<file path="src/sv/dtso_pkg.sv">
// package for the sample-position calendar time block
// types, constants and a helper function shared by all sv/dtso_* files
// no dependencies
package dtso_pkg;

  localparam int MAX_ITEMS   = 512;
  localparam int QUEUE_DEPTH = 4;

  localparam int POS_W  = 10;
  localparam int YEAR_W = 14;
  localparam int MON_W  = 4;
  localparam int DAY_W  = 5;
  localparam int HOUR_W = 5;
  localparam int MIN_W  = 6;
  localparam int SEC_W  = 6;
  localparam int SPI_W  = 12;
  localparam int ICNT_W = 10;
  localparam int CFG_W  = 14;
  localparam int IDX_W  = 3;

  // position and count compared in this width
  localparam int WIDE_W = 11;
  localparam int CNT_W  = $clog2(MAX_ITEMS + 1);
  localparam int OFF_W  = CNT_W + SPI_W;
  localparam int Q1_W   = OFF_W - 5;
  localparam int Q2_W   = Q1_W - 5;
  localparam int Q3_W   = Q2_W - 4;
  localparam int DAYC_W = (Q3_W > DAY_W + 1) ? Q3_W : DAY_W + 1;

  // reciprocal constants: x/60 = (x>>2)/15, x/24 = (x>>3)/3, y/25
  localparam int DIV15_S  = 26;
  localparam int DIV15_KW = 23;
  localparam logic [DIV15_KW-1:0] DIV15_K = 23'd4473925;
  localparam int DIV3_S  = 12;
  localparam int DIV3_KW = 11;
  localparam logic [DIV3_KW-1:0] DIV3_K = 11'd1366;
  localparam int DIV25_S  = 19;
  localparam int DIV25_KW = 15;
  localparam logic [DIV25_KW-1:0] DIV25_K = 15'd20972;
  localparam int YQ_W = 10;

  localparam int SEC_PER_MIN  = 60;
  localparam int HOUR_PER_DAY = 24;
  localparam int LEAP_DIV     = 25;

  localparam logic [YEAR_W-1:0] YEAR_MAX = 14'd9999;
  localparam logic [MON_W-1:0]  MON_MAX  = 4'd12;
  localparam logic [HOUR_W-1:0] HOUR_MAX = 5'd23;
  localparam logic [MIN_W-1:0]  MIN_MAX  = 6'd59;
  localparam logic [SEC_W-1:0]  SEC_MAX  = 6'd59;
  localparam logic [SPI_W-1:0]  SPI_MAX  = 12'd3600;

  localparam logic [YEAR_W-1:0] RST_YEAR = 14'd2000;
  localparam logic [ICNT_W-1:0] RST_ICNT = 10'd360;
  localparam logic [SPI_W-1:0]  RST_SPI  = 12'd240;

  typedef enum logic [IDX_W-1:0] {
    REG_NOW_YEAR   = 3'd0,
    REG_NOW_MONTH  = 3'd1,
    REG_NOW_DAY    = 3'd2,
    REG_NOW_HOUR   = 3'd3,
    REG_NOW_MINUTE = 3'd4,
    REG_NOW_SECOND = 3'd5,
    REG_ITEM_COUNT = 3'd6,
    REG_SPI        = 3'd7
  } cfg_reg_e;

  typedef struct packed {
    logic [YEAR_W-1:0] year;
    logic [MON_W-1:0]  month;
    logic [DAY_W-1:0]  day;
    logic [HOUR_W-1:0] hour;
    logic [MIN_W-1:0]  minute;
    logic [SEC_W-1:0]  second;
    logic [CNT_W-1:0]  count;
    logic [SPI_W-1:0]  spi;
  } cfg_t;

  typedef struct packed {
    logic [CNT_W-1:0] n;
    logic             clamped;
  } q_item_t;

  function automatic logic [DAY_W-1:0] month_len(input logic [MON_W-1:0] m,
                                                 input logic leap);
    logic [DAY_W-1:0] len;
    len = 5'd31;
    if (m == 4'd2) begin
      len = leap ? 5'd29 : 5'd28;
    end else if (m inside {4'd4, 4'd6, 4'd9, 4'd11}) begin
      len = 5'd30;
    end
    return len;
  endfunction

endpackage

</file>
<file path="src/sv/dtso_ifs.sv">
// stream interfaces for position items and calendar result items
// depends on dtso_pkg
interface dtso_in_if;
  logic                       valid;
  logic                       ready;
  logic [dtso_pkg::POS_W-1:0] position;

  modport source (output valid, output position, input ready);
  modport sink   (input valid, input position, output ready);
endinterface

interface dtso_out_if;
  logic                        valid;
  logic                        ready;
  logic [dtso_pkg::YEAR_W-1:0] out_year;
  logic [dtso_pkg::MON_W-1:0]  out_month;
  logic [dtso_pkg::DAY_W-1:0]  out_day;
  logic [dtso_pkg::HOUR_W-1:0] out_hour;
  logic [dtso_pkg::MIN_W-1:0]  out_minute;
  logic [dtso_pkg::SEC_W-1:0]  out_second;
  logic                        position_clamped;

  modport source (output valid, output out_year, output out_month, output out_day,
                  output out_hour, output out_minute, output out_second,
                  output position_clamped, input ready);
  modport sink   (input valid, input out_year, input out_month, input out_day,
                  input out_hour, input out_minute, input out_second,
                  input position_clamped, output ready);
endinterface

</file>
<file path="src/sv/datetime_minus_sample_offset_core.sv">
// top level: config registers and saturation, front part, queue, back part
// depends on dtso_pkg, dtso_ifs, dtso_front, dtso_queue, dtso_back
//
// channel   dir   payload                                       handshake
// in_ch     in    position                                      valid/ready
// out_ch    out   out_year .. out_second, position_clamped      valid/ready
// cfg       in    cfg_idx_i, cfg_data_i                         cfg_we_i
//
// one item per cycle while out_ch does not stall; registered in the queue, then in 8 back pipeline stages
// the back pipeline holds as a whole while out_ch stalls; the queue of
// QueueDepth items keeps in_ch accepting until it fills
// reset sets the defaults 2000-01-01 00:00:00, 360 items, 240 s, empties all
module datetime_minus_sample_offset_core #(
  parameter int QueueDepth = dtso_pkg::QUEUE_DEPTH
) (
  input  logic                       clk_i,
  input  logic                       rst_ni,
  input  logic                       cfg_we_i,
  input  logic [dtso_pkg::IDX_W-1:0] cfg_idx_i,
  input  logic [dtso_pkg::CFG_W-1:0] cfg_data_i,
  dtso_in_if.sink                    in_ch,
  dtso_out_if.source                 out_ch
);

  logic [dtso_pkg::YEAR_W-1:0] now_year_q;
  logic [dtso_pkg::MON_W-1:0]  now_month_q;
  logic [dtso_pkg::DAY_W-1:0]  now_day_q;
  logic [dtso_pkg::HOUR_W-1:0] now_hour_q;
  logic [dtso_pkg::MIN_W-1:0]  now_minute_q;
  logic [dtso_pkg::SEC_W-1:0]  now_second_q;
  logic [dtso_pkg::ICNT_W-1:0] item_count_q;
  logic [dtso_pkg::SPI_W-1:0]  spi_q;

  dtso_pkg::cfg_t    cfg;
  logic              push_valid, push_ready;
  dtso_pkg::q_item_t push_data;
  logic              pop_valid, pop_ready;
  dtso_pkg::q_item_t pop_data;

  always_ff @(posedge clk_i or negedge rst_ni) begin
    if (!rst_ni) begin
      now_year_q   <= dtso_pkg::RST_YEAR;
      now_month_q  <= 4'd1;
      now_day_q    <= 5'd1;
      now_hour_q   <= '0;
      now_minute_q <= '0;
      now_second_q <= '0;
      item_count_q <= dtso_pkg::RST_ICNT;
      spi_q        <= dtso_pkg::RST_SPI;
    end else if (cfg_we_i) begin
      case (cfg_idx_i)
        dtso_pkg::REG_NOW_YEAR:   now_year_q   <= cfg_data_i;
        dtso_pkg::REG_NOW_MONTH:  now_month_q  <= cfg_data_i[dtso_pkg::MON_W-1:0];
        dtso_pkg::REG_NOW_DAY:    now_day_q    <= cfg_data_i[dtso_pkg::DAY_W-1:0];
        dtso_pkg::REG_NOW_HOUR:   now_hour_q   <= cfg_data_i[dtso_pkg::HOUR_W-1:0];
        dtso_pkg::REG_NOW_MINUTE: now_minute_q <= cfg_data_i[dtso_pkg::MIN_W-1:0];
        dtso_pkg::REG_NOW_SECOND: now_second_q <= cfg_data_i[dtso_pkg::SEC_W-1:0];
        dtso_pkg::REG_ITEM_COUNT: item_count_q <= cfg_data_i[dtso_pkg::ICNT_W-1:0];
        dtso_pkg::REG_SPI:        spi_q        <= cfg_data_i[dtso_pkg::SPI_W-1:0];
        default: begin
        end
      endcase
    end
  end

  // registers saturated into range
  always_comb begin
    cfg.year   = (now_year_q == '0) ? dtso_pkg::YEAR_W'(1) :
                 (now_year_q > dtso_pkg::YEAR_MAX) ? dtso_pkg::YEAR_MAX : now_year_q;
    cfg.month  = (now_month_q == '0) ? 4'd1 :
                 (now_month_q > dtso_pkg::MON_MAX) ? dtso_pkg::MON_MAX : now_month_q;
    cfg.day    = (now_day_q == '0) ? 5'd1 : now_day_q;
    cfg.hour   = (now_hour_q > dtso_pkg::HOUR_MAX) ? dtso_pkg::HOUR_MAX : now_hour_q;
    cfg.minute = (now_minute_q > dtso_pkg::MIN_MAX) ? dtso_pkg::MIN_MAX : now_minute_q;
    cfg.second = (now_second_q > dtso_pkg::SEC_MAX) ? dtso_pkg::SEC_MAX : now_second_q;
    cfg.spi    = (spi_q > dtso_pkg::SPI_MAX) ? dtso_pkg::SPI_MAX : spi_q;
    if (item_count_q == '0) begin
      cfg.count = dtso_pkg::CNT_W'(1);
    end else if (dtso_pkg::WIDE_W'(item_count_q) >
                 dtso_pkg::WIDE_W'(dtso_pkg::MAX_ITEMS)) begin
      cfg.count = dtso_pkg::CNT_W'(dtso_pkg::MAX_ITEMS);
    end else begin
      cfg.count = dtso_pkg::CNT_W'(item_count_q);
    end
  end

  dtso_front u_front (
    .in_ch        (in_ch),
    .count_i      (cfg.count),
    .push_valid_o (push_valid),
    .push_ready_i (push_ready),
    .push_data_o  (push_data)
  );

  dtso_queue #(
    .Depth (QueueDepth)
  ) u_queue (
    .clk_i        (clk_i),
    .rst_ni       (rst_ni),
    .push_valid_i (push_valid),
    .push_ready_o (push_ready),
    .push_data_i  (push_data),
    .pop_valid_o  (pop_valid),
    .pop_ready_i  (pop_ready),
    .pop_data_o   (pop_data)
  );

  dtso_back u_back (
    .clk_i       (clk_i),
    .rst_ni      (rst_ni),
    .pop_valid_i (pop_valid),
    .pop_ready_o (pop_ready),
    .pop_data_i  (pop_data),
    .cfg_i       (cfg),
    .out_ch      (out_ch)
  );

endmodule

</file>
<file path="src/sv/dtso_front.sv">
// front part: accepts position items, clamps and forms the sample distance
// depends on dtso_pkg and dtso_in_if
module dtso_front (
  dtso_in_if.sink                    in_ch,
  input  logic [dtso_pkg::CNT_W-1:0] count_i,
  output logic                       push_valid_o,
  input  logic                       push_ready_i,
  output dtso_pkg::q_item_t          push_data_o
);

  logic [dtso_pkg::WIDE_W-1:0] pos_w;
  logic [dtso_pkg::WIDE_W-1:0] cnt_w;
  logic                        clamped;

  assign pos_w   = dtso_pkg::WIDE_W'(in_ch.position);
  assign cnt_w   = dtso_pkg::WIDE_W'(count_i);
  assign clamped = (pos_w >= cnt_w);

  assign push_valid_o        = in_ch.valid;
  assign in_ch.ready         = push_ready_i;
  assign push_data_o.clamped = clamped;
  assign push_data_o.n       = clamped ? '0 :
                               dtso_pkg::CNT_W'(cnt_w - pos_w - dtso_pkg::WIDE_W'(1));

endmodule

</file>
<file path="src/sv/dtso_queue.sv">
// short queue between front and back parts
// depends on dtso_pkg
module dtso_queue #(
  parameter int Depth = dtso_pkg::QUEUE_DEPTH
) (
  input  logic              clk_i,
  input  logic              rst_ni,
  input  logic              push_valid_i,
  output logic              push_ready_o,
  input  dtso_pkg::q_item_t push_data_i,
  output logic              pop_valid_o,
  input  logic              pop_ready_i,
  output dtso_pkg::q_item_t pop_data_o
);

  localparam int AddrW = (Depth > 1) ? $clog2(Depth) : 1;
  localparam int CntW  = $clog2(Depth + 1);

  dtso_pkg::q_item_t mem_q [Depth];
  logic [AddrW-1:0]  wr_ptr_q, wr_ptr_d;
  logic [AddrW-1:0]  rd_ptr_q, rd_ptr_d;
  logic [CntW-1:0]   fill_q, fill_d;
  logic              push, pop;

  assign push_ready_o = (fill_q != CntW'(Depth));
  assign pop_valid_o  = (fill_q != '0);
  assign pop_data_o   = mem_q[rd_ptr_q];
  assign push         = push_valid_i && push_ready_o;
  assign pop          = pop_valid_o && pop_ready_i;

  always_comb begin
    wr_ptr_d = wr_ptr_q;
    rd_ptr_d = rd_ptr_q;
    fill_d   = fill_q;
    if (push) begin
      wr_ptr_d = (wr_ptr_q == AddrW'(Depth - 1)) ? '0 : wr_ptr_q + AddrW'(1);
    end
    if (pop) begin
      rd_ptr_d = (rd_ptr_q == AddrW'(Depth - 1)) ? '0 : rd_ptr_q + AddrW'(1);
    end
    if (push && !pop) begin
      fill_d = fill_q + CntW'(1);
    end else if (pop && !push) begin
      fill_d = fill_q - CntW'(1);
    end
  end

  always_ff @(posedge clk_i or negedge rst_ni) begin
    if (!rst_ni) begin
      wr_ptr_q <= '0;
      rd_ptr_q <= '0;
      fill_q   <= '0;
    end else begin
      wr_ptr_q <= wr_ptr_d;
      rd_ptr_q <= rd_ptr_d;
      fill_q   <= fill_d;
    end
  end

  always_ff @(posedge clk_i) begin
    if (push) begin
      mem_q[wr_ptr_q] <= push_data_i;
    end
  end

endmodule

</file>
<file path="src/sv/dtso_back.sv">
// back part: offset multiply, divide and borrow pipeline, output register
// depends on dtso_pkg and dtso_out_if
module dtso_back (
  input  logic              clk_i,
  input  logic              rst_ni,
  input  logic              pop_valid_i,
  output logic              pop_ready_o,
  input  dtso_pkg::q_item_t pop_data_i,
  input  dtso_pkg::cfg_t    cfg_i,
  dtso_out_if.source        out_ch
);

  localparam int Stages = 8;
  localparam int X1W = dtso_pkg::OFF_W - 2;
  localparam int P1W = X1W + dtso_pkg::DIV15_KW;
  localparam int X2W = dtso_pkg::Q1_W - 2;
  localparam int P2W = X2W + dtso_pkg::DIV15_KW;
  localparam int X3W = dtso_pkg::Q2_W - 3;
  localparam int P3W = X3W + dtso_pkg::DIV3_KW;
  localparam int PYW = dtso_pkg::YEAR_W + dtso_pkg::DIV25_KW;
  localparam int YCW = dtso_pkg::YEAR_W + 1;

  typedef struct packed {
    logic [dtso_pkg::OFF_W-1:0] off;
    logic                       clamped;
  } st0_t;

  typedef struct packed {
    logic [dtso_pkg::OFF_W-1:0] off;
    logic [dtso_pkg::Q1_W-1:0]  q1;
    logic                       clamped;
  } st1_t;

  typedef struct packed {
    logic [dtso_pkg::Q1_W-1:0]  q1;
    logic [dtso_pkg::Q2_W-1:0]  q2;
    logic [dtso_pkg::SEC_W-1:0] sec;
    logic                       clamped;
  } st3_t;

  typedef struct packed {
    logic [dtso_pkg::Q2_W-1:0]  q2;
    logic [dtso_pkg::Q3_W-1:0]  q3;
    logic [dtso_pkg::MIN_W-1:0] min;
    logic [dtso_pkg::SEC_W-1:0] sec;
    logic                       clamped;
  } st5_t;

  typedef struct packed {
    logic [dtso_pkg::Q3_W-1:0]   days;
    logic [dtso_pkg::HOUR_W-1:0] hour;
    logic [dtso_pkg::MIN_W-1:0]  min;
    logic [dtso_pkg::SEC_W-1:0]  sec;
    logic                        clamped;
  } st6_t;

  typedef struct packed {
    logic [dtso_pkg::YEAR_W-1:0] year;
    logic [dtso_pkg::MON_W-1:0]  month;
    logic [dtso_pkg::DAY_W-1:0]  day;
    logic [dtso_pkg::HOUR_W-1:0] hour;
    logic [dtso_pkg::MIN_W-1:0]  min;
    logic [dtso_pkg::SEC_W-1:0]  sec;
    logic                        clamped;
  } res_t;

  logic [Stages-1:0] v_q;
  logic              adv;

  st0_t st0_q, st0_d;
  st1_t st1_q, st1_d;
  st3_t st2_q, st2_d;
  st3_t st3_q, st3_d;
  st5_t st4_q, st4_d;
  st5_t st5_q, st5_d;
  st6_t st6_q, st6_d;
  res_t res_q, res_d;

  logic [P1W-1:0] prod1;
  logic [P2W-1:0] prod2;
  logic [P3W-1:0] prod3;
  logic [PYW-1:0] prod_y;

  logic [dtso_pkg::SEC_W-1:0]  r1;
  logic [dtso_pkg::MIN_W-1:0]  r2;
  logic [dtso_pkg::HOUR_W-1:0] r3;

  logic [dtso_pkg::YQ_W-1:0] yq_q;
  logic                      leap_q;
  logic                      leap_d;

  logic [dtso_pkg::MON_W-1:0]  pm;
  logic [dtso_pkg::DAY_W-1:0]  plen;
  logic [dtso_pkg::DAYC_W-1:0] days_c;
  logic [dtso_pkg::DAYC_W-1:0] dy_c;
  logic [dtso_pkg::DAYC_W-1:0] sum_c;

  assign adv         = !v_q[Stages-1] || out_ch.ready;
  assign pop_ready_o = adv;

  // leap flag of the configured year, registered through yq_q and then leap_q
  assign prod_y = PYW'(cfg_i.year) * PYW'(dtso_pkg::DIV25_K);
  assign leap_d = (cfg_i.year[1:0] == 2'b00) &&
                  ((YCW'(yq_q) * YCW'(dtso_pkg::LEAP_DIV) != YCW'(cfg_i.year)) ||
                   (cfg_i.year[3:0] == 4'b0000));

  always_ff @(posedge clk_i) begin
    yq_q   <= prod_y[dtso_pkg::DIV25_S +: dtso_pkg::YQ_W];
    leap_q <= leap_d;
  end

  // seconds offset
  always_comb begin
    st0_d.off     = dtso_pkg::OFF_W'(pop_data_i.n) * dtso_pkg::OFF_W'(cfg_i.spi);
    st0_d.clamped = pop_data_i.clamped;
  end

  // offset / 60
  assign prod1 = P1W'(st0_q.off[dtso_pkg::OFF_W-1:2]) * P1W'(dtso_pkg::DIV15_K);
  always_comb begin
    st1_d.off     = st0_q.off;
    st1_d.q1      = prod1[dtso_pkg::DIV15_S +: dtso_pkg::Q1_W];
    st1_d.clamped = st0_q.clamped;
  end

  // second borrow
  assign r1 = dtso_pkg::SEC_W'(st1_q.off -
                               dtso_pkg::OFF_W'(st1_q.q1) * dtso_pkg::OFF_W'(dtso_pkg::SEC_PER_MIN));
  always_comb begin
    st2_d         = '0;
    st2_d.clamped = st1_q.clamped;
    if (r1 > cfg_i.second) begin
      st2_d.sec = dtso_pkg::SEC_W'(7'(dtso_pkg::SEC_PER_MIN) + 7'(cfg_i.second) - 7'(r1));
      st2_d.q1  = st1_q.q1 + dtso_pkg::Q1_W'(1);
    end else begin
      st2_d.sec = cfg_i.second - r1;
      st2_d.q1  = st1_q.q1;
    end
  end

  // minutes / 60
  assign prod2 = P2W'(st2_q.q1[dtso_pkg::Q1_W-1:2]) * P2W'(dtso_pkg::DIV15_K);
  always_comb begin
    st3_d    = st2_q;
    st3_d.q2 = prod2[dtso_pkg::DIV15_S +: dtso_pkg::Q2_W];
  end

  // minute borrow
  assign r2 = dtso_pkg::MIN_W'(st3_q.q1 -
                               dtso_pkg::Q1_W'(st3_q.q2) * dtso_pkg::Q1_W'(dtso_pkg::SEC_PER_MIN));
  always_comb begin
    st4_d         = '0;
    st4_d.sec     = st3_q.sec;
    st4_d.clamped = st3_q.clamped;
    if (r2 > cfg_i.minute) begin
      st4_d.min = dtso_pkg::MIN_W'(7'(dtso_pkg::SEC_PER_MIN) + 7'(cfg_i.minute) - 7'(r2));
      st4_d.q2  = st3_q.q2 + dtso_pkg::Q2_W'(1);
    end else begin
      st4_d.min = cfg_i.minute - r2;
      st4_d.q2  = st3_q.q2;
    end
  end

  // hours / 24
  assign prod3 = P3W'(st4_q.q2[dtso_pkg::Q2_W-1:3]) * P3W'(dtso_pkg::DIV3_K);
  always_comb begin
    st5_d    = st4_q;
    st5_d.q3 = prod3[dtso_pkg::DIV3_S +: dtso_pkg::Q3_W];
  end

  // hour borrow
  assign r3 = dtso_pkg::HOUR_W'(st5_q.q2 -
                                dtso_pkg::Q2_W'(st5_q.q3) * dtso_pkg::Q2_W'(dtso_pkg::HOUR_PER_DAY));
  always_comb begin
    st6_d.min     = st5_q.min;
    st6_d.sec     = st5_q.sec;
    st6_d.clamped = st5_q.clamped;
    if (r3 > cfg_i.hour) begin
      st6_d.hour = dtso_pkg::HOUR_W'(6'(dtso_pkg::HOUR_PER_DAY) + 6'(cfg_i.hour) - 6'(r3));
      st6_d.days = st5_q.q3 + dtso_pkg::Q3_W'(1);
    end else begin
      st6_d.hour = cfg_i.hour - r3;
      st6_d.days = st5_q.q3;
    end
  end

  // day borrow, at most one month back
  assign pm     = (cfg_i.month == 4'd1) ? dtso_pkg::MON_MAX : cfg_i.month - 4'd1;
  assign plen   = dtso_pkg::month_len(pm, leap_q);
  assign days_c = dtso_pkg::DAYC_W'(st6_q.days);
  assign dy_c   = dtso_pkg::DAYC_W'(cfg_i.day);
  assign sum_c  = dtso_pkg::DAYC_W'(plen) + dy_c;

  always_comb begin
    res_d.year    = cfg_i.year;
    res_d.month   = cfg_i.month;
    res_d.day     = cfg_i.day;
    res_d.hour    = st6_q.hour;
    res_d.min     = st6_q.min;
    res_d.sec     = st6_q.sec;
    res_d.clamped = st6_q.clamped;
    if (days_c != '0) begin
      if (days_c < dy_c) begin
        res_d.day = dtso_pkg::DAY_W'(dy_c - days_c);
      end else begin
        res_d.day   = (sum_c > days_c) ? dtso_pkg::DAY_W'(sum_c - days_c) : 5'd1;
        res_d.month = pm;
        if (cfg_i.month == 4'd1) begin
          res_d.year = cfg_i.year - dtso_pkg::YEAR_W'(1);
        end
      end
    end
  end

  always_ff @(posedge clk_i or negedge rst_ni) begin
    if (!rst_ni) begin
      v_q <= '0;
    end else if (adv) begin
      v_q <= {v_q[Stages-2:0], pop_valid_i};
    end
  end

  always_ff @(posedge clk_i) begin
    if (adv) begin
      st0_q <= st0_d;
      st1_q <= st1_d;
      st2_q <= st2_d;
      st3_q <= st3_d;
      st4_q <= st4_d;
      st5_q <= st5_d;
      st6_q <= st6_d;
      res_q <= res_d;
    end
  end

  assign out_ch.valid            = v_q[Stages-1];
  assign out_ch.out_year         = res_q.year;
  assign out_ch.out_month        = res_q.month;
  assign out_ch.out_day          = res_q.day;
  assign out_ch.out_hour         = res_q.hour;
  assign out_ch.out_minute       = res_q.min;
  assign out_ch.out_second       = res_q.sec;
  assign out_ch.position_clamped = res_q.clamped;

endmodule
</file>
<file path="src/flat_wrapper.sv">
// flat-port wrapper written by rule: the top's interface ports become plain ports
module datetime_minus_sample_offset_core_flat 
#(
  parameter int QueueDepth = dtso_pkg::QUEUE_DEPTH
)
  (clk_i, rst_ni, cfg_we_i, cfg_idx_i, cfg_data_i, in_ch_valid, in_ch_position, in_ch_ready, out_ch_valid, out_ch_out_year, out_ch_out_month, out_ch_out_day, out_ch_out_hour, out_ch_out_minute, out_ch_out_second, out_ch_position_clamped, out_ch_ready);
  dtso_in_if in_ch_i ();
  dtso_out_if out_ch_i ();
  input  logic clk_i;
  input  logic rst_ni;
  input  logic cfg_we_i;
  input  logic [dtso_pkg::IDX_W-1:0] cfg_idx_i;
  input  logic [dtso_pkg::CFG_W-1:0] cfg_data_i;
  input wire logic [$bits(in_ch_i.valid)-1:0] in_ch_valid;
  input wire logic [$bits(in_ch_i.position)-1:0] in_ch_position;
  output wire logic [$bits(in_ch_i.ready)-1:0] in_ch_ready;
  output wire logic [$bits(out_ch_i.valid)-1:0] out_ch_valid;
  output wire logic [$bits(out_ch_i.out_year)-1:0] out_ch_out_year;
  output wire logic [$bits(out_ch_i.out_month)-1:0] out_ch_out_month;
  output wire logic [$bits(out_ch_i.out_day)-1:0] out_ch_out_day;
  output wire logic [$bits(out_ch_i.out_hour)-1:0] out_ch_out_hour;
  output wire logic [$bits(out_ch_i.out_minute)-1:0] out_ch_out_minute;
  output wire logic [$bits(out_ch_i.out_second)-1:0] out_ch_out_second;
  output wire logic [$bits(out_ch_i.position_clamped)-1:0] out_ch_position_clamped;
  input wire logic [$bits(out_ch_i.ready)-1:0] out_ch_ready;
  assign in_ch_i.valid = in_ch_valid;
  assign in_ch_i.position = in_ch_position;
  assign in_ch_ready = in_ch_i.ready;
  assign out_ch_valid = out_ch_i.valid;
  assign out_ch_out_year = out_ch_i.out_year;
  assign out_ch_out_month = out_ch_i.out_month;
  assign out_ch_out_day = out_ch_i.out_day;
  assign out_ch_out_hour = out_ch_i.out_hour;
  assign out_ch_out_minute = out_ch_i.out_minute;
  assign out_ch_out_second = out_ch_i.out_second;
  assign out_ch_position_clamped = out_ch_i.position_clamped;
  assign out_ch_i.ready = out_ch_ready;
  datetime_minus_sample_offset_core #(.QueueDepth(QueueDepth)) u_core (.clk_i(clk_i), .rst_ni(rst_ni), .cfg_we_i(cfg_we_i), .cfg_idx_i(cfg_idx_i), .cfg_data_i(cfg_data_i), .in_ch(in_ch_i), .out_ch(out_ch_i));
endmodule
</file>
<file path="config.mk">
export PLATFORM = sky130hd
export DESIGN_NAME = datetime_minus_sample_offset_core_flat
export DESIGN_NICKNAME = d
export VERILOG_FILES = /design/src/sv/dtso_pkg.sv /design/src/sv/dtso_ifs.sv /design/src/sv/datetime_minus_sample_offset_core.sv /design/src/sv/dtso_front.sv /design/src/sv/dtso_queue.sv /design/src/sv/dtso_back.sv /design/src/flat_wrapper.sv
export SDC_FILE = /design/constraint.sdc
export NUM_CORES = 1
export LEC_CHECK = 0
export CORE_UTILIZATION = 30
export DETAILED_ROUTE_END_ITERATION = 10
export DONT_BUFFER_PORTS = 1
export PLACE_DENSITY_LB_ADDON = 0.15
export SYNTH_ARGS = -nofsm -noshare
export SYNTH_HDL_FRONTEND = slang
export SYNTH_SLANG_ARGS = --single-unit
</file>
<file path="constraint.sdc">
create_clock -name clk_i -period 12.2 [get_ports clk_i]
set_clock_uncertainty 0.05 [all_clocks]
set_input_delay 3.05 -clock clk_i [delete_from_list [all_inputs] [get_ports clk_i]]
set_output_delay 3.05 -clock clk_i [all_outputs]
set_load 0.03 [all_outputs]
</file>
After elaboration in Yosys (flattened, before gate mapping)
Memories as Yosys holds them, arrays and structs flattened.
Index checks and enable logic that the tools add are counted.
Storage, ports and cells
  flip-flop bits (word level): 302
  RAM bits: 44
  input port bits: 32
  output and inout bits: 43
  word-level logic and storage cells: 174
  memories kept: 1
Memory list
  u_core.u_queue.mem_q: words 4, width 11, rd ports 1, clocked after memory_dff 0, wr ports 1, line dtso_queue.sv:19  | dtso_pkg::q_item_t mem_q [Depth];
Cells by class
  add/subtract/negate cells: 26
  multipliers: 9
  magnitude comparators: 13
  equality and inequality tests: 17
  muxes and demuxes: 32
  reduce and logical (&&, ||, !) cells: 29
Operator list (count)
  multiplier 20 x 23 -> 43 bit, second input constant: 1
  2-to-1 mux 14 bit: 3
  multiplier 15 x 23 -> 38 bit, second input constant: 1
  subtractor 6 bit: 6
  2-to-1 mux 10 bit: 3
  multiplier 14 x 13 -> 27 bit, second input constant: 1
  subtractor 5 bit: 5
  2-to-1 mux 12 bit: 2
  2-to-1 mux 6 bit: 4
  2-to-1 mux 23 bit: 1
  multiplier 10 x 12 -> 22 bit: 1
  2-to-1 mux 5 bit: 4
  multiplier 9 x 10 -> 19 bit, second input constant: 1
  2-to-1 mux 18 bit: 1
  adder 17 x 1 -> 17 bit, second input constant: 1
  multiplier 17 x 4 -> 4 bit, second input constant: 1
  2-to-1 mux 17 bit: 1
  AND reduction 2 bit: 8
  multiplier 10 x 5 -> 15 bit, second input constant: 1
  != test 15 x 14 -> 1 bit: 1
  greater-than comparator 14 bit, second input constant: 1
  zero test 14 bit: 1
  subtractor 14 x 1 -> 14 bit, second input constant: 1
  2-to-1 mux 13 bit: 1
  48 further kinds: 75

Longest topological paths before layout
  word-level depth: 14
  gate-level depth with buffers: 25
  gate-level depth less buffers: 23

Hierarchy
Synthesis repeated with hierarchy kept, for this count alone.
Unflattened totals
  cell total of the unflattened synthesis: 2884
  area, all modules: 32393.6 µm²
By module, submodules not included
  dtso_back: times used 1, cells each 2467, area each 26773.2 µm², sequential area each 6846.6 µm²
  datetime_minus_sample_offset_core: times used 1, cells each 226, area each 2874.0 µm², sequential area each 1571.5 µm²
  dtso_queue: times used 1, cells each 93, area each 2024.4 µm², sequential area each 1496.4 µm²
  dtso_front: times used 1, cells each 98, area each 721.9 µm², sequential area each 0.0 µm²

Least setup slack after synthesis
No wires, ideal clock.
  path kind: input port to flip-flop
  start point: input out_ch_ready
  end point: register u_core.u_queue.fill_q[1]
  setup time: 125 ps
  arrival time: 10867 ps
  data required time: 12025 ps
  path slack: 1158 ps
  stages: 8
  path buffers: 1
  cell sequence: nand2b_1 -> clkbuf_1 -> o31a_1 -> inv_1 -> ha_1 -> inv_1 -> fa_1 -> mux2_2
Between the ends
  longest elaborated chain between the ends: 5
  elaborated cells on any way between the ends: 7
  those cells by class: mux: 1; reduce/logical: 6
RTL lines
  start: declaration: line flat_wrapper.sv:25  | input wire logic [$bits(out_ch_i.ready)-1:0] out_ch_ready;
  logical OR 1 bit: line dtso_back.sv:98  | assign adv = !v_q[Stages-1] || out_ch.ready;
  logical AND 1 bit: line dtso_queue.sv:29  | assign pop = pop_valid_o && pop_ready_i;
  zero test 1 bit: line dtso_queue.sv:41  | if (push && !pop) begin
  logical AND 1 bit: line dtso_queue.sv:41
  2-to-1 mux 3 bit: line dtso_queue.sv:41
  net u_core.u_queue.fill_d[1]: line dtso_queue.sv:22  | logic [CntW-1:0] fill_q, fill_d;
  end signal: assignment: line dtso_queue.sv:56  | fill_q <= fill_d;
  end: declaration: line dtso_queue.sv:22
The timed path passes the listed nets, and every way through them passes these cells.
A chain may end at the register's enable or synchronous reset.

==> results.json <==
{
  "status": "finished, violations left",
  "violations": "design-rule violations",
  "post-cts-setup-buffers": 0,
  "slowest_delay_ns": 0.91,
  "numPortBuffers": 0,
  "fp.dieW_um": 328,
  "rows": 119,
  "syn2layout_area_growth_pct": 9.79,
  "cts_hold_buf": 0,
  "cp.arrival_ns": 7.08,
  "worst-endpoint-required_ns": 12.46,
  "rsz0062_at_grt": "false",
  "r2r_start": "u_core.u_queue.rd_ptr_q[1]$_DFFE_PN0P_",
  "finalCritPeriodShare": 0.559,
  "clock_latency_ns": 0.58,
  "async_flop_share": 0.223,
  "final_nets": 3791,
  "synth_area_per_cell_um2": 11.2,
  "cap_violations": 0,
  "die_h_um": 328,
  "critPathKind": "flip-flop to flip-flop",
  "syn_area_um2": 32000,
  "wl_per_cell_um": 16.5,
  "fill_cells": 10700,
  "drive_above_1_share": 0.0691,
  "drt_iter0_drc": 1059,
  "grt_pass1_vias": 21100,
  "seqCellArea_um2": 9910,
  "core_area_um2": 105000,
  "synth_cells": 2867,
  "ys_ff_latch": 346,
  "io_pins": 75,
  "grt-ovfl-total": 0,
  "dieArea_um2": 108000,
  "via_per_inst": 4.58,
  "multi_input_comb_area_um2": 20000,
  "htree_levels": 2,
  "whs_endpoint": "u_core.u_back.st3_q[0]$_DFFE_PN_",
  "cp_top_family": "adder cells",
  "cp.buffers_inverters": 5,
  "rr_endpoint": "u_core.u_back.st0_q[22]$_DFFE_PN_",
  "via_count": 19800,
  "slowest_stage": "dfrtp_1",
  "place_hpwl_um": 58400,
  "ant_nets": 0,
  "antenna_found_initial": 5,
  "cts.path.max_buffers": 3,
  "max_freq_mhz": 147,
  "post_cts_resized": 0,
  "groute.usage.overall": 0.135,
  "min_from": "u_core.u_back.st2_q[0]$_DFFE_PN_",
  "endpoint_kind": "flip-flop",
  "min_period_ns": 6.82,
  "worstMarginPinSlew_ns": 1.06,
  "cts_root_buf": "clkbuf_16",
  "synth-main-ff-cell": "edfxtp_1",
  "gp_congestion": 0.838,
  "tritoncts": "done",
  "initial_utilization": 0.303,
  "synth.distinct_cells": 79,
  "startpoint_type": "flip-flop",
  "synth_edf_count": 258,
  "grt_max_degree": 81,
  "grt_pass1_wl_um": 115000,
  "routed_wl_um": 71100,
  "r2r_cells": 22,
  "firstDrtPassIters": 8,
  "slew_headroom": 0.288,
  "ys_seq_area_frac": 0.310,
  "drc": 36,
  "rrSetupSlack_ns": 5.38,
  "setup_viol": 0,
  "cts_made_buffers": 43,
  "slew_viol_final": 0,
  "cts_sinks": 346,
  "cts.clk_slew.worst_paths_ns": 0.06,
  "hold_class": "flip-flop to flip-flop",
  "hold_path_depth": 0,
  "setup-tns-final_ns": 0,
  "cp_max_fo": 20,
  "synth_warnings": 0,
  "hold_viol": 0,
  "worst_path_most_repeated_cell": "fa_1",
  "synth_fp_nets": 3769,
  "path_cells": "mux2_2 -> o21ai_0 -> buf_4 -> nor2_1 -> fa_1 -> fa_1 -> inv_1 -> fa_1 -> inv_1 -> fa_1 -> inv_1 -> fa_1 -> inv_1 -> ha_1 -> or2_2 -> o31a_1 -> o41ai_4 -> o21ai_2 -> o211a_1 -> or3_4 -> o31ai_4 -> xnor2_1"
}
-- layout by cell type, fill, tap and decap left out, types with 10 or more instances in the layout --
master and instances:
mux2_2 71, xor2_1 43, edfxtp_1 258, nand2_1 139, a31oi_1 16, nand4_1 16
mux2i_1 10, a21o_1 42, xnor2_1 127, o21bai_1 18, nor2_1 155, nor3_1 25
and3_1 30, o21a_1 10, nor2b_1 22, o21ai_0 61, a21oi_1 107, ha_1 604
or2_2 11, dfstp_2 16, dfrtp_1 61, inv_1 502, dfxtp_1 11, clkbuf_1 11
nand3_1 48, buf_4 17, clkbuf_16 46, nand2b_1 19, fa_1 266, and2_1 13
-- cells by family after synthesis --
group           after synthesis  share of synthesized area
mux                          85                     0.0310
fa+ha+maj                   870                      0.403
compound gates              336                     0.0689
flops                       346                      0.310
xor+xnor                    170                     0.0466
buf+inv                     543                     0.0638
simple gates                517                     0.0769
-- sequential cells by signal, indices dropped and copies added (netlist names), 8 cells and up --
signal and count:
u_core.u_back.days_c 8, u_core.u_back.st0_q 23, u_core.u_back.yq_q 10, u_core.u_back.res_d 18, u_core.now_year_q 14, u_core.u_back.out_ch.out_year 14
u_core.u_back.st5_q 26, u_core.u_back.st2_q 24, u_core.u_back.st4_q 25, u_core.u_back.st1_q 24, u_core.u_back.v_q 8, u_core.spi_q 12
u_core.u_queue.mem_q 44, u_core.item_count_q 10, u_core.u_back.st3_q 25
-- metal layers --
metal  GRT usage  part of all wire  vias to the layer above
met5           0           0.00038                        -
met4      0.0331             0.018                        4
met3      0.0275             0.044                       77
met2       0.219              0.46                      221
met1       0.183              0.48                     9731
li1            -                 -                     9757
-- stage by stage --
step / hold slack [ns] / utilization / cells / area (um2) / setup slack [ns]
finish: 0.368 / 0.333 / 4318 / 35100 / 5.38
global route: 0.370 / 0.333 / 4315 / 35100 / 4.97
CTS: 0.362 / 0.333 / 4313 / 35100 / 5.29
detailed placement: 0.355 / 0.320 / 4235 / 33700 / 5.31
global placement: 0.351 / 0.320 / 4235 / 33700 / 5.44
floorplan: 0.350 / - / 2867 / 32000 / 1.16
-- synthesized netlist by cell type (6+ instances only) --
cell / instances / share of area
nor2b_1: 22 / 0.0043
a21oi_1: 107 / 0.017
or2_2: 11 / 0.0022
nor2_1: 155 / 0.018
fa_1: 266 / 0.17
o21bai_1: 18 / 0.0042
nand2_1: 139 / 0.016
o21a_1: 10 / 0.0023
o21ai_0: 61 / 0.0095
ha_1: 604 / 0.24
mux2i_1: 10 / 0.0031
edfxtp_1: 258 / 0.24
nor3_1: 26 / 0.0041
clkbuf_1: 37 / 0.0043
dfstp_2: 16 / 0.013
nand3_1: 48 / 0.0075
nand2b_1: 20 / 0.0039
xnor2_1: 127 / 0.035
xor2_1: 43 / 0.012
a21o_1: 42 / 0.0099
inv_1: 502 / 0.059
nor3b_1: 6 / 0.0014
mux2_2: 71 / 0.025
and2_1: 13 / 0.0025
a31oi_1: 16 / 0.0031
dfxtp_1: 11 / 0.0069
nor4_1: 8 / 0.0016
nand4_1: 16 / 0.0031
o211ai_1: 7 / 0.0016
dfrtp_1: 61 / 0.048
and3_1: 30 / 0.0059
-- worst max path at each step --
stage | from | to | slack (ns) | cells past startpoint
floorplan | out_ch_ready | u_core.u_queue.fill_q[1]$_DFFE_PN0P_ | 1.16 | 8
global placement | u_core.u_queue.rd_ptr_q[1]$_DFFE_PN0P_ | u_core.u_back.st0_q[22]$_DFFE_PN_ | 5.44 | 22
detailed placement | u_core.u_queue.rd_ptr_q[1]$_DFFE_PN0P_ | u_core.u_back.st0_q[22]$_DFFE_PN_ | 5.31 | 22
CTS | u_core.u_queue.rd_ptr_q[1]$_DFFE_PN0P_ | u_core.u_back.st0_q[22]$_DFFE_PN_ | 5.29 | 22
global route | u_core.u_queue.rd_ptr_q[1]$_DFFE_PN0P_ | u_core.u_back.st0_q[22]$_DFFE_PN_ | 4.97 | 22
finish | u_core.u_queue.rd_ptr_q[1]$_DFFE_PN0P_ | u_core.u_back.st0_q[22]$_DFFE_PN_ | 5.38 | 22
-- layout make-up --
class,instances,area share
multi-input cells,1978,0.571
clock buffers,57,0.0340
flip-flops and latches,346,0.282
well taps,1391,0.0496
clock inverters,21,0.00560
inverters,503,0.0538
diodes,5,0.000356
repair buffers,17,0.00364
-- worst reg2reg max path: cells and delay by family, from the launching register on --
family                   cells  cell delay, ns
adder cells (fa/ha/maj)      6            2.82
AO/OA/AOI/OAI                6            0.98
flip-flops                   1            0.91
AND/OR/NAND/NOR              3            0.81
buffers and inverters        5            0.44
multiplexers                 1            0.42
XOR/XNOR                     1            0.12
Power is left out: the tool's default activity adds up to more than one toggle a clock period on the data nets, which glitch-free logic cannot reach.
